===== config.mk =====
export PLATFORM = sky130hd
export DESIGN_NAME = flat_json_object_tokenizer_unit_flat
export DESIGN_NICKNAME = d
export VERILOG_FILES = /design/src/rtl/fjot_pkg.sv /design/src/rtl/fjot_if.sv /design/src/rtl/fjot_decode.sv /design/src/rtl/flat_json_object_tokenizer_unit.sv /design/src/flat_wrapper.sv
export SDC_FILE = /design/constraint.sdc
export NUM_CORES = 1
export LEC_CHECK = 0
export BUFFER_PORTS_ARGS = -buffer_cell sky130_fd_sc_hd__buf_4
export CORE_MARGIN = 2
export CORE_UTILIZATION = 56
export DETAILED_ROUTE_END_ITERATION = 12
export PLACE_DENSITY = 0.78
export SLEW_MARGIN = 10
export SYNTH_ARGS = -nofsm -noshare
export SYNTH_HDL_FRONTEND = slang
export SYNTH_SLANG_ARGS = --single-unit

===== constraint.sdc =====
create_clock -name clk -period 2.5 [get_ports clk]
set_input_delay 0.5 -clock clk [delete_from_list [all_inputs] [get_ports clk]]
set_output_delay 0.5 -clock clk [all_outputs]
set_load 0.1 [all_outputs]

===== src/rtl/fjot_pkg.sv =====
// Package for the flat JSON object tokenizer: phase codes, event kinds,
// character constants and the state and result structs.
// No dependencies.
package fjot_pkg;

  // Expected-token phase codes.
  localparam logic [3:0] PH_BRACE       = 4'd0;
  localparam logic [3:0] PH_KEY_QUOTE   = 4'd1;
  localparam logic [3:0] PH_KEY         = 4'd2;
  localparam logic [3:0] PH_COLON       = 4'd3;
  localparam logic [3:0] PH_VALUE_QUOTE = 4'd4;
  localparam logic [3:0] PH_VALUE       = 4'd5;
  localparam logic [3:0] PH_COMMA       = 4'd6;
  localparam logic [3:0] PH_DONE        = 4'd7;
  localparam logic [3:0] PH_FAILED      = 4'd8;

  // Result event kinds.
  localparam logic [2:0] EV_KEY_BYTE   = 3'd0;
  localparam logic [2:0] EV_KEY_END    = 3'd1;
  localparam logic [2:0] EV_VALUE_BYTE = 3'd2;
  localparam logic [2:0] EV_PAIR_END   = 3'd3;
  localparam logic [2:0] EV_CLOSED     = 3'd4;
  localparam logic [2:0] EV_FAILED     = 3'd5;

  // Input function codes.
  localparam logic FN_BYTE = 1'b0;
  localparam logic FN_END  = 1'b1;

  // Characters the tokenizer looks for.
  localparam logic [7:0] CH_LBRACE    = 8'h7B;
  localparam logic [7:0] CH_QUOTE     = 8'h22;
  localparam logic [7:0] CH_COLON     = 8'h3A;
  localparam logic [7:0] CH_COMMA     = 8'h2C;
  localparam logic [7:0] CH_RBRACE    = 8'h7D;
  localparam logic [7:0] CH_BACKSLASH = 8'h5C;
  localparam logic [7:0] CH_SPACE     = 8'h20;
  localparam logic [7:0] CH_TAB       = 8'h09;
  localparam logic [7:0] CH_CR        = 8'h0D;
  localparam logic [7:0] CH_LF        = 8'h0A;

  // Tokenizer state carried from item to item.
  typedef struct packed {
    logic [3:0] phase;
    logic [7:0] prev_byte;
    logic       skip_space;
    logic       fail_sent;
  } state_t;

  localparam state_t STATE_RESET = '{
    phase:      PH_BRACE,
    prev_byte:  8'h00,
    skip_space: 1'b1,
    fail_sent:  1'b0
  };

  // Result of one step: at most one event.
  typedef struct packed {
    logic       emit;
    logic [2:0] kind;
    logic [7:0] data;
  } result_t;

endpackage


===== src/rtl/fjot_if.sv =====
// Valid/ready channel interfaces for the tokenizer: the input byte channel
// and the event channel. No dependencies.
interface fjot_in_if;
  logic       valid;
  logic       ready;
  logic       func;
  logic [7:0] in_byte;

  modport source (output valid, output func, output in_byte, input ready);
  modport sink   (input valid, input func, input in_byte, output ready);
endinterface

interface fjot_out_if;
  logic       valid;
  logic       ready;
  logic [2:0] event_kind;
  logic [7:0] out_byte;

  modport source (output valid, output event_kind, output out_byte, input ready);
  modport sink   (input valid, input event_kind, input out_byte, output ready);
endinterface


===== src/rtl/fjot_decode.sv =====
// One tokenizer step: from the current state and one input item, the next
// state and the event it causes. Depends on fjot_pkg.
module fjot_decode (
  input  fjot_pkg::state_t  state,
  input  logic              func,
  input  logic [7:0]        in_byte,
  output fjot_pkg::state_t  state_nxt,
  output fjot_pkg::result_t result
);
  import fjot_pkg::*;

  logic is_space;
  logic is_close_quote;

  // Whitespace and unescaped closing quote detection.
  assign is_space = (in_byte == CH_SPACE) || (in_byte == CH_TAB) ||
                    (in_byte == CH_CR) || (in_byte == CH_LF);
  assign is_close_quote = (in_byte == CH_QUOTE) && (state.prev_byte != CH_BACKSLASH);

  // Phase decode for one item.
  always_comb begin
    state_nxt = state;
    result    = '{emit: 1'b0, kind: EV_KEY_BYTE, data: 8'h00};
    if (func == FN_END) begin
      // End of text gives the verdict for an unfinished object, then resets.
      result.emit = (state.phase != PH_DONE) && !state.fail_sent;
      result.kind = EV_FAILED;
      state_nxt   = STATE_RESET;
    end else begin
      state_nxt.prev_byte = in_byte;
      if (state.phase >= PH_DONE) begin
        // Closed or failed: bytes are ignored.
      end else if (state.skip_space && is_space) begin
        // Whitespace between tokens is dropped.
      end else begin
        state_nxt.skip_space = 1'b0;
        unique case (state.phase)
          PH_BRACE: begin
            if (in_byte == CH_LBRACE) begin
              state_nxt.phase      = PH_KEY_QUOTE;
              state_nxt.skip_space = 1'b1;
            end else begin
              state_nxt.phase     = PH_FAILED;
              state_nxt.fail_sent = 1'b1;
              result.emit         = 1'b1;
              result.kind         = EV_FAILED;
            end
          end
          PH_KEY_QUOTE: begin
            if (in_byte == CH_QUOTE) begin
              state_nxt.phase = PH_KEY;
            end else begin
              state_nxt.phase     = PH_FAILED;
              state_nxt.fail_sent = 1'b1;
              result.emit         = 1'b1;
              result.kind         = EV_FAILED;
            end
          end
          PH_KEY: begin
            result.emit = 1'b1;
            if (is_close_quote) begin
              state_nxt.phase      = PH_COLON;
              state_nxt.skip_space = 1'b1;
              result.kind          = EV_KEY_END;
            end else begin
              result.kind = EV_KEY_BYTE;
              result.data = in_byte;
            end
          end
          PH_COLON: begin
            if (in_byte == CH_COLON) begin
              state_nxt.phase      = PH_VALUE_QUOTE;
              state_nxt.skip_space = 1'b1;
            end else begin
              state_nxt.phase     = PH_FAILED;
              state_nxt.fail_sent = 1'b1;
              result.emit         = 1'b1;
              result.kind         = EV_FAILED;
            end
          end
          PH_VALUE_QUOTE: begin
            if (in_byte == CH_QUOTE) begin
              state_nxt.phase = PH_VALUE;
            end else begin
              state_nxt.phase     = PH_FAILED;
              state_nxt.fail_sent = 1'b1;
              result.emit         = 1'b1;
              result.kind         = EV_FAILED;
            end
          end
          PH_VALUE: begin
            result.emit = 1'b1;
            if (is_close_quote) begin
              state_nxt.phase      = PH_COMMA;
              state_nxt.skip_space = 1'b1;
              result.kind          = EV_PAIR_END;
            end else begin
              result.kind = EV_VALUE_BYTE;
              result.data = in_byte;
            end
          end
          PH_COMMA: begin
            result.emit = 1'b1;
            if (in_byte == CH_COMMA) begin
              state_nxt.phase      = PH_KEY_QUOTE;
              state_nxt.skip_space = 1'b1;
              result.emit          = 1'b0;
            end else if (in_byte == CH_RBRACE) begin
              state_nxt.phase = PH_DONE;
              result.kind     = EV_CLOSED;
            end else begin
              state_nxt.phase     = PH_FAILED;
              state_nxt.fail_sent = 1'b1;
              result.kind         = EV_FAILED;
            end
          end
          default: begin
            // Codes at or above done are handled above.
          end
        endcase
      end
    end
  end

endmodule


===== src/rtl/flat_json_object_tokenizer_unit.sv =====
// Top level of the flat JSON object tokenizer: input register, step decode
// and event register. Depends on fjot_pkg, fjot_if and fjot_decode.
//
// The tokenizer takes one item per clock while the event channel does not
// stall: a text byte or an end-of-text marker. Each item passes an input
// register, then one step of phase decode that updates the tokenizer state
// and loads the event register, which offers the event. The input side
// keeps accepting while an event waits to be taken; a stall on the event
// channel holds back the input only once both registers are full. Items
// that cause no event (whitespace, punctuation, ignored bytes) still take
// one slot each. Key and value bytes are passed out as they arrive, escapes
// untouched, each string followed by its end event; a syntax error or early
// end gives a single failure event.
module flat_json_object_tokenizer_unit (
  input  logic        clk,
  input  logic        rst_n,
  fjot_in_if.sink     in_chan,
  fjot_out_if.source  out_chan
);
  import fjot_pkg::*;

  logic       in_valid_r;
  logic       in_func_r;
  logic [7:0] in_byte_r;
  logic       step_fire;

  state_t     state_r;
  state_t     state_nxt;
  result_t    step_res;

  logic       out_valid_r;
  logic       out_valid_nxt;
  logic [2:0] out_kind_r;
  logic [7:0] out_byte_r;

  // The decode stage advances when the event register is free or draining.
  assign step_fire     = in_valid_r && (!out_valid_r || out_chan.ready);
  assign in_chan.ready = !in_valid_r || step_fire;

  // Input register.
  always_ff @(posedge clk) begin
    if (!rst_n) begin
      in_valid_r <= 1'b0;
    end else if (in_chan.ready) begin
      in_valid_r <= in_chan.valid;
    end
  end

  always_ff @(posedge clk) begin
    if (in_chan.ready && in_chan.valid) begin
      in_func_r <= in_chan.func;
      in_byte_r <= in_chan.in_byte;
    end
  end

  // One tokenizer step on the registered item.
  fjot_decode u_decode (
    .state     (state_r),
    .func      (in_func_r),
    .in_byte   (in_byte_r),
    .state_nxt (state_nxt),
    .result    (step_res)
  );

  // Tokenizer state.
  always_ff @(posedge clk) begin
    if (!rst_n) begin
      state_r <= STATE_RESET;
    end else if (step_fire) begin
      state_r <= state_nxt;
    end
  end

  // Event register.
  always_comb begin
    if (step_fire) begin
      out_valid_nxt = step_res.emit;
    end else if (out_chan.ready) begin
      out_valid_nxt = 1'b0;
    end else begin
      out_valid_nxt = out_valid_r;
    end
  end

  always_ff @(posedge clk) begin
    if (!rst_n) begin
      out_valid_r <= 1'b0;
    end else begin
      out_valid_r <= out_valid_nxt;
    end
  end

  always_ff @(posedge clk) begin
    if (step_fire && step_res.emit) begin
      out_kind_r <= step_res.kind;
      out_byte_r <= step_res.data;
    end
  end

  assign out_chan.valid      = out_valid_r;
  assign out_chan.event_kind = out_kind_r;
  assign out_chan.out_byte   = out_byte_r;

`ifndef SYNTHESIS
  // The failed phase is only entered together with the failure flag.
  a_failed_flag: assert property (@(posedge clk) disable iff (!rst_n)
    (state_r.phase == PH_FAILED) |-> state_r.fail_sent)
    else $error("failed phase without failure flag");

  // A closed object never follows a reported failure.
  a_done_clean: assert property (@(posedge clk) disable iff (!rst_n)
    (state_r.phase == PH_DONE) |-> !state_r.fail_sent)
    else $error("object closed after a failure");

  // Inside a key or a value, whitespace skipping is always off.
  a_key_no_skip: assert property (@(posedge clk) disable iff (!rst_n)
    ((state_r.phase == PH_KEY) || (state_r.phase == PH_VALUE)) |-> !state_r.skip_space)
    else $error("whitespace skip active inside a string");

  // A valid event carries a defined kind.
  a_kind_range: assert property (@(posedge clk) disable iff (!rst_n)
    out_valid_r |-> (out_kind_r <= EV_FAILED))
    else $error("event kind out of range");
`endif

endmodule


===== src/flat_wrapper.sv =====
// flat-port wrapper written by rule: the top's interface ports become plain ports
module flat_json_object_tokenizer_unit_flat import fjot_pkg::*;
  (clk, rst_n, in_chan_valid, in_chan_func, in_chan_in_byte, in_chan_ready, out_chan_valid, out_chan_event_kind, out_chan_out_byte, out_chan_ready);
  fjot_in_if in_chan_i ();
  fjot_out_if out_chan_i ();
  input  logic clk;
  input  logic rst_n;
  input wire logic [$bits(in_chan_i.valid)-1:0] in_chan_valid;
  input wire logic [$bits(in_chan_i.func)-1:0] in_chan_func;
  input wire logic [$bits(in_chan_i.in_byte)-1:0] in_chan_in_byte;
  output wire logic [$bits(in_chan_i.ready)-1:0] in_chan_ready;
  output wire logic [$bits(out_chan_i.valid)-1:0] out_chan_valid;
  output wire logic [$bits(out_chan_i.event_kind)-1:0] out_chan_event_kind;
  output wire logic [$bits(out_chan_i.out_byte)-1:0] out_chan_out_byte;
  input wire logic [$bits(out_chan_i.ready)-1:0] out_chan_ready;
  assign in_chan_i.valid = in_chan_valid;
  assign in_chan_i.func = in_chan_func;
  assign in_chan_i.in_byte = in_chan_in_byte;
  assign in_chan_ready = in_chan_i.ready;
  assign out_chan_valid = out_chan_i.valid;
  assign out_chan_event_kind = out_chan_i.event_kind;
  assign out_chan_out_byte = out_chan_i.out_byte;
  assign out_chan_i.ready = out_chan_ready;
  flat_json_object_tokenizer_unit u_core (.clk(clk), .rst_n(rst_n), .in_chan(in_chan_i), .out_chan(out_chan_i));
endmodule

## Word level (Yosys, flattened, before mapping)

Cells that the tools add are included.

- Flip-flop bits (word level): 36
- Word-level logic and storage cells: 105
- Output and inout bits: 13

- Magnitude comparators: 1
- Bitwise operators: 1
- Muxes and demuxes: 41
- Eq/ne operators: 26
- Reductions and logical operators: 25

Operators with widths:

| kind | count |
|---|---|
| 4-bit 2-to-1 mux | 14 |
| 8-bit by 6-bit equality test with 1-bit output (second input constant) | 4 |
| 4-bit one-hot mux with 7 select lines | 1 |
| 8-bit by 4-bit equality test with 1-bit output (second input constant) | 3 |
| 12-bit 2-to-1 mux | 2 |
| 4-bit one-hot mux with 6 select lines | 1 |
| 3-bit by 2-bit inequality test with 1-bit output (second input constant) | 7 |
| 8-bit by 7-bit equality test with 1-bit output (second input constant) | 2 |
| 8-bit 2-to-1 mux | 2 |
| 1-bit 2-to-1 mux | 15 |
| 14-bit 2-to-1 mux | 1 |
| 4-bit by 3-bit equality test with 1-bit output (second input constant) | 3 |
| 9-bit AND reduction | 1 |
| 4-bit by 2-bit equality test with 1-bit output (second input constant) | 2 |
| 8-bit by 7-bit inequality test with 1-bit output (second input constant) | 1 |
| 1-bit one-hot mux with 4 select lines | 2 |
| 8-bit nonzero test | 1 |
| 1-bit logical AND | 6 |
| 6-bit AND reduction | 1 |
| 1-bit logical OR | 5 |
| 5-bit nonzero test | 1 |
| 5-bit OR reduction | 1 |
| 4-bit by 1-bit equality test with 1-bit output (second input constant) | 1 |
| 4-bit by 3-bit >= comparator with 1-bit output (second input constant) | 1 |
| other kinds (11) | 16 |

## Depth between registers and ports, before layout

- Word-level depth: 9
- Mapped depth: 7
- Depth with buffers taken out: 6

## By module

From an unflattened synthesis, not the netlist that was laid out.

- Cell total of the unflattened synthesis: 208
- Area, all modules: 2031.9 sq um

By module, submodules not included:

| module | cells each | times used | area each (sq um) |
|---|---|---|---|
| flat_json_object_tokenizer_unit | 94 | 1 | 1288.7 |
| fjot_decode | 114 | 1 | 743.2 |

## Worst setup path before layout

Ideal clock, no wire load.

- Path type: register to register
- From: reg u_core.out_valid_r, in the netlist u_core.out_chan.valid
- To: reg u_core.in_byte_r[0], enable pin
- Cell stages (with the launch flop): 4
- Path buffers: 0
- Slack: -0.101 ns
- Arrival time: 2.317 ns
- Library setup time: 0.285 ns
- Cells stage by stage: dfxtp_1 -> nor2b_1 -> nand2_1 -> and2_1

- Longest elaborated chain between the ends: 5

RTL lines:

| item | line | source |
|---|---|---|
| start, declared | flat_json_object_tokenizer_unit.sv:31 | `logic out_valid_r;` |
| start signal, assigned | flat_json_object_tokenizer_unit.sv:89 | `out_valid_r <= out_valid_nxt;` |
| 1-bit logical NOT | flat_json_object_tokenizer_unit.sv:37 | `assign step_fire = in_valid_r && (!out_valid_r \|\| out_chan.ready);` |
| 1-bit logical OR | flat_json_object_tokenizer_unit.sv:37 |  |
| 1-bit logical AND | flat_json_object_tokenizer_unit.sv:37 |  |
| 1-bit logical OR | flat_json_object_tokenizer_unit.sv:38 | `assign in_chan.ready = !in_valid_r \|\| step_fire;` |
| via in_chan_ready | flat_wrapper.sv:11 | `output wire logic [$bits(in_chan_i.ready)-1:0] in_chan_ready;` |
| 1-bit logical AND | flat_json_object_tokenizer_unit.sv:50 | `if (in_chan.ready && in_chan.valid) begin` |
| end signal, assigned | flat_json_object_tokenizer_unit.sv:52 | `in_byte_r <= in_chan.in_byte;` |
| end, declared | flat_json_object_tokenizer_unit.sv:24 | `logic [7:0] in_byte_r;` |

The timed path passes the listed nets, and every way through them passes these cells.
A chain may end at the register's enable or synchronous reset.

## Final worst setup path

- From: reg u_core.in_byte_r[7]
- To: reg u_core.out_byte_r[5], in the netlist u_core.out_chan.out_byte[5], enable pin

- Longest elaborated chain between the ends: 9
- Elaborated cells between the ends (all ways): 21
- Classes of those cells: 8 x eq/ne; 8 x mux; 5 x reduce/logical

RTL lines:

| item | line | source |
|---|---|---|
| parallel branches: the longest is 5 deep, another holds 8-bit by 6-bit equality test with 1-bit output | n/a |  |
| 12-bit 2-to-1 mux (*) | fjot_decode.sv:33 | `end else if (state.skip_space && is_space) begin` |
| 12-bit 2-to-1 mux (*) | fjot_decode.sv:31 | `if (state.phase >= PH_DONE) begin` |
| 4-bit 2-to-1 mux (*) | fjot_decode.sv:24 | `if (func == FN_END) begin` |
| 1-bit logical AND (*) | flat_json_object_tokenizer_unit.sv:94 | `if (step_fire && step_res.emit) begin` |
| end signal, assigned | flat_json_object_tokenizer_unit.sv:96 | `out_byte_r <= step_res.data;` |
| end, declared | flat_json_object_tokenizer_unit.sv:34 | `logic [7:0] out_byte_r;` |

Every way passes the cells marked *.

==> results.toml <==
[power]
swShare = 0.275
power_switching_uw = 354
p_per_area_mw_per_mm2 = 575
clock_power_share = 0.307
comb_power_share = 0.164
vdd_ir_drop_max_uv = 581
internal_power_uw = 933
leakagePower_uw = 0.000813
seqPwrFrac = 0.530

[logic_synthesis]
syn_nets = 207
ys_types = 49
ys_seq_area_frac = 0.493
synth_edf_count = 20
ys_top_cells_by_area = "edfxtp_1, dfxtp_1, nand2_1"
ys_seq_elements = 36
synth_area_per_cell_um2 = 9.64
yosys_warnings = 0
async_reset_ff_frac = 0
syn-instance-count = 194
synth_top_area_frac = 0.321
synth_area_mm2 = 0.00187
synth_top_area_cell = "edfxtp_1"
ys.flop_type = "edfxtp_1"

[floorplanning]
initial_core_util = 0.602
die_h_um = 61.8
fp.dieArea_mm2 = 0.00382
rows = 20
ioPinCount = 26
fp.dieW_um = 61.8
coreArea_mm2 = 0.00310

[worst_setup_path]
path_max_fanout = 11
cp.arrival_ns = 2.43
start_kind = "flip-flop"
crit_required_ns = 2.59
crit_type = "flip-flop to flip-flop"
endpoint_kind = "flip-flop"

[grt]
busiest_layer = "met2"
use_met1 = 0.336
antenna_found_initial = 0
grt_use_met3 = 0.0580
grt_pass1_vias = 1477
grt_first_pass_wirelength_mm = 6.78
grt_max_degree = 15
groute.layer.met2.usage = 0.400
grt_usage = 0.255
grt-ovfl-total = 0

[routing]
viasPerCell = 5.90
drt_first_pass_iters = 4
vias = 1612
drt_iter0_markers = 100
drc = 0
final_antenna_net_count = 0
wl_per_cell_um = 15.5
routed_wl_mm = 4.23

[sta]
rsz0062_at_grt = "no"
setup_tns_ns = 0
timing.slew.headroom = 0.616
finalCritPeriodShare = 0.938
whs_ns = 0.326
fin_worst_skew_ns = 0.00421
hold_viol = 0
finalWorstSetupSlack_ns = 0.154
post-route-min-period_ns = 2.35
max_freq_mhz = 426
drv_slew = 0
finalSetupViolCount = 0
worst_pin_slew_ns = 0.569

[hold_path]
hold_class = "primary input to flip-flop"

[flow_run]
drv_cap = 0

[finish]
nFillCells = 263
final_core_util = 0.722
fin_area_mm2 = 0.00224
seqCellArea_um2 = 922
antennaDiodeCount = 0
area_growth_pct = 19.8
final_common_cell = "buf_4"
drive_gt1_frac = 0.245
layout.nets = 241
layout_common_cells = "buf_4, nand2_1, edfxtp_1"
multi_input_area_um2 = 890

[placement]
routabilityCongestion = 0.960
portBuffers = 25
placement.cell_area_mm2 = 0.00215
dp_slack_ns = 0.0672
place.detailed.hpwl_mm = 3.27

[cts]
cts_tree = "built"
insertion_delay_ns = 0.34
cts_max_level = 2
cts.sinks = 36
clk_path_buf_depth = 2
numCtsBuffers = 5
clk_pin_slew_ns = 0.10
cts-root-buf = "clkbuf_4"

[status]
status = "complete, no violations"
==> sequential cells by signal (all words and copies together), names as in the netlist <==
register,flops
u_core.in_func_r,1
u_core.out_chan.event_kind,3
u_core.in_valid_r,1
u_core.out_chan.valid,1
u_core.state_r,14
u_core.out_chan.out_byte,8
u_core.in_byte_r,8
==> power by group through the flow <==
stage,logic (µW),clock network [µW],registers (µW)
2_1_floorplan,82.9,0,756
3_3_place_gp,206,0,694
3_5_place_dp,207,0,695
4_1_cts,208,399,682
5_1_grt,224,418,686
6_report,211,395,682
==> critical path, cell delays in order (launching register included) <==
cell and delay (ns):
edfxtp_1 0.45, nor4b_4 0.41, nand3_2 0.13, a221oi_2 0.34, o41ai_1 0.18, o31a_1 0.28, o21a_2 0.29
==> timing repair <==
item / CTS / global route
gates resized for setup: 0 / 1
buffers inserted: 0 / 1
setup endpoints to repair: 0 / 11
hold buffers: 0 / 0
==> metrics by stage <==
| step | instances | power (µW) |
|---|---|---|
| 6_report | 273 | 1290 |
| 5_1_grt | 273 | 1330 |
| 4_1_cts | 272 | 1290 |
| 3_5_place_dp | 264 | 902 |
| 3_3_place_gp | 264 | 900 |
| 2_1_floorplan | 194 | 839 |
==> layer usage <==
layer  vias up  part of all wire
met1       743              0.42
met3        12             0.086
met2        87              0.47
li1        770                 -
met4         0             0.023
met5         -                 0
==> final timing paths <==
| check | from | endpoint | slack [ns] | cells past startpoint |
|---|---|---|---|---|
| worst max-delay path | u_core.in_byte_r[7] | u_core.out_chan.out_byte[5] | 0.15 | 6 |
| worst min-delay path | in_chan_in_byte[5] | u_core.in_byte_r[5] | 0.33 | 1 |
| worst max register to register | u_core.in_byte_r[7] | u_core.out_chan.out_byte[5] | 0.15 | 6 |
| worst min register to register | u_core.state_r[7] | u_core.state_r[7] | 0.46 | 2 |
==> layout make-up <==
cell class,instances,share of cell area
Sequential cell,36,0.412
Multi-Input combinational cell,143,0.397
Timing Repair Buffer,37,0.124
Tap cell,44,0.0246
Clock buffer,6,0.0184
Clock inverter,2,0.0156
Inverter,5,0.00838
==> logic make-up after synthesis <==
kind of cell | Yosys count | share of synthesized area
AOI/OAI and AO/OA | 43 | 0.153
and+or+nand+nor | 95 | 0.295
buffers and inverters | 15 | 0.0321
xor gates and xnor gates | 1 | 0.00469
DFF | 36 | 0.493
muxes | 4 | 0.0221
==> cell usage after synthesis, types with 2 or more instances <==
cell      instances
mux2i_1           3
nand2b_1          8
o211ai_1          2
nor4_1            5
nand3_1           4
o21a_1            2
clkbuf_1          7
edfxtp_1         20
inv_1             5
a21oi_1          19
buf_2             3
dfxtp_1          16
o21ai_0           6
or2_2             2
nand2_1          27
and2_1           11
nand4_1           3
nor2_1           12
nand4b_1          2
nor2b_1           8
Power figures use the tool's default switching activity.
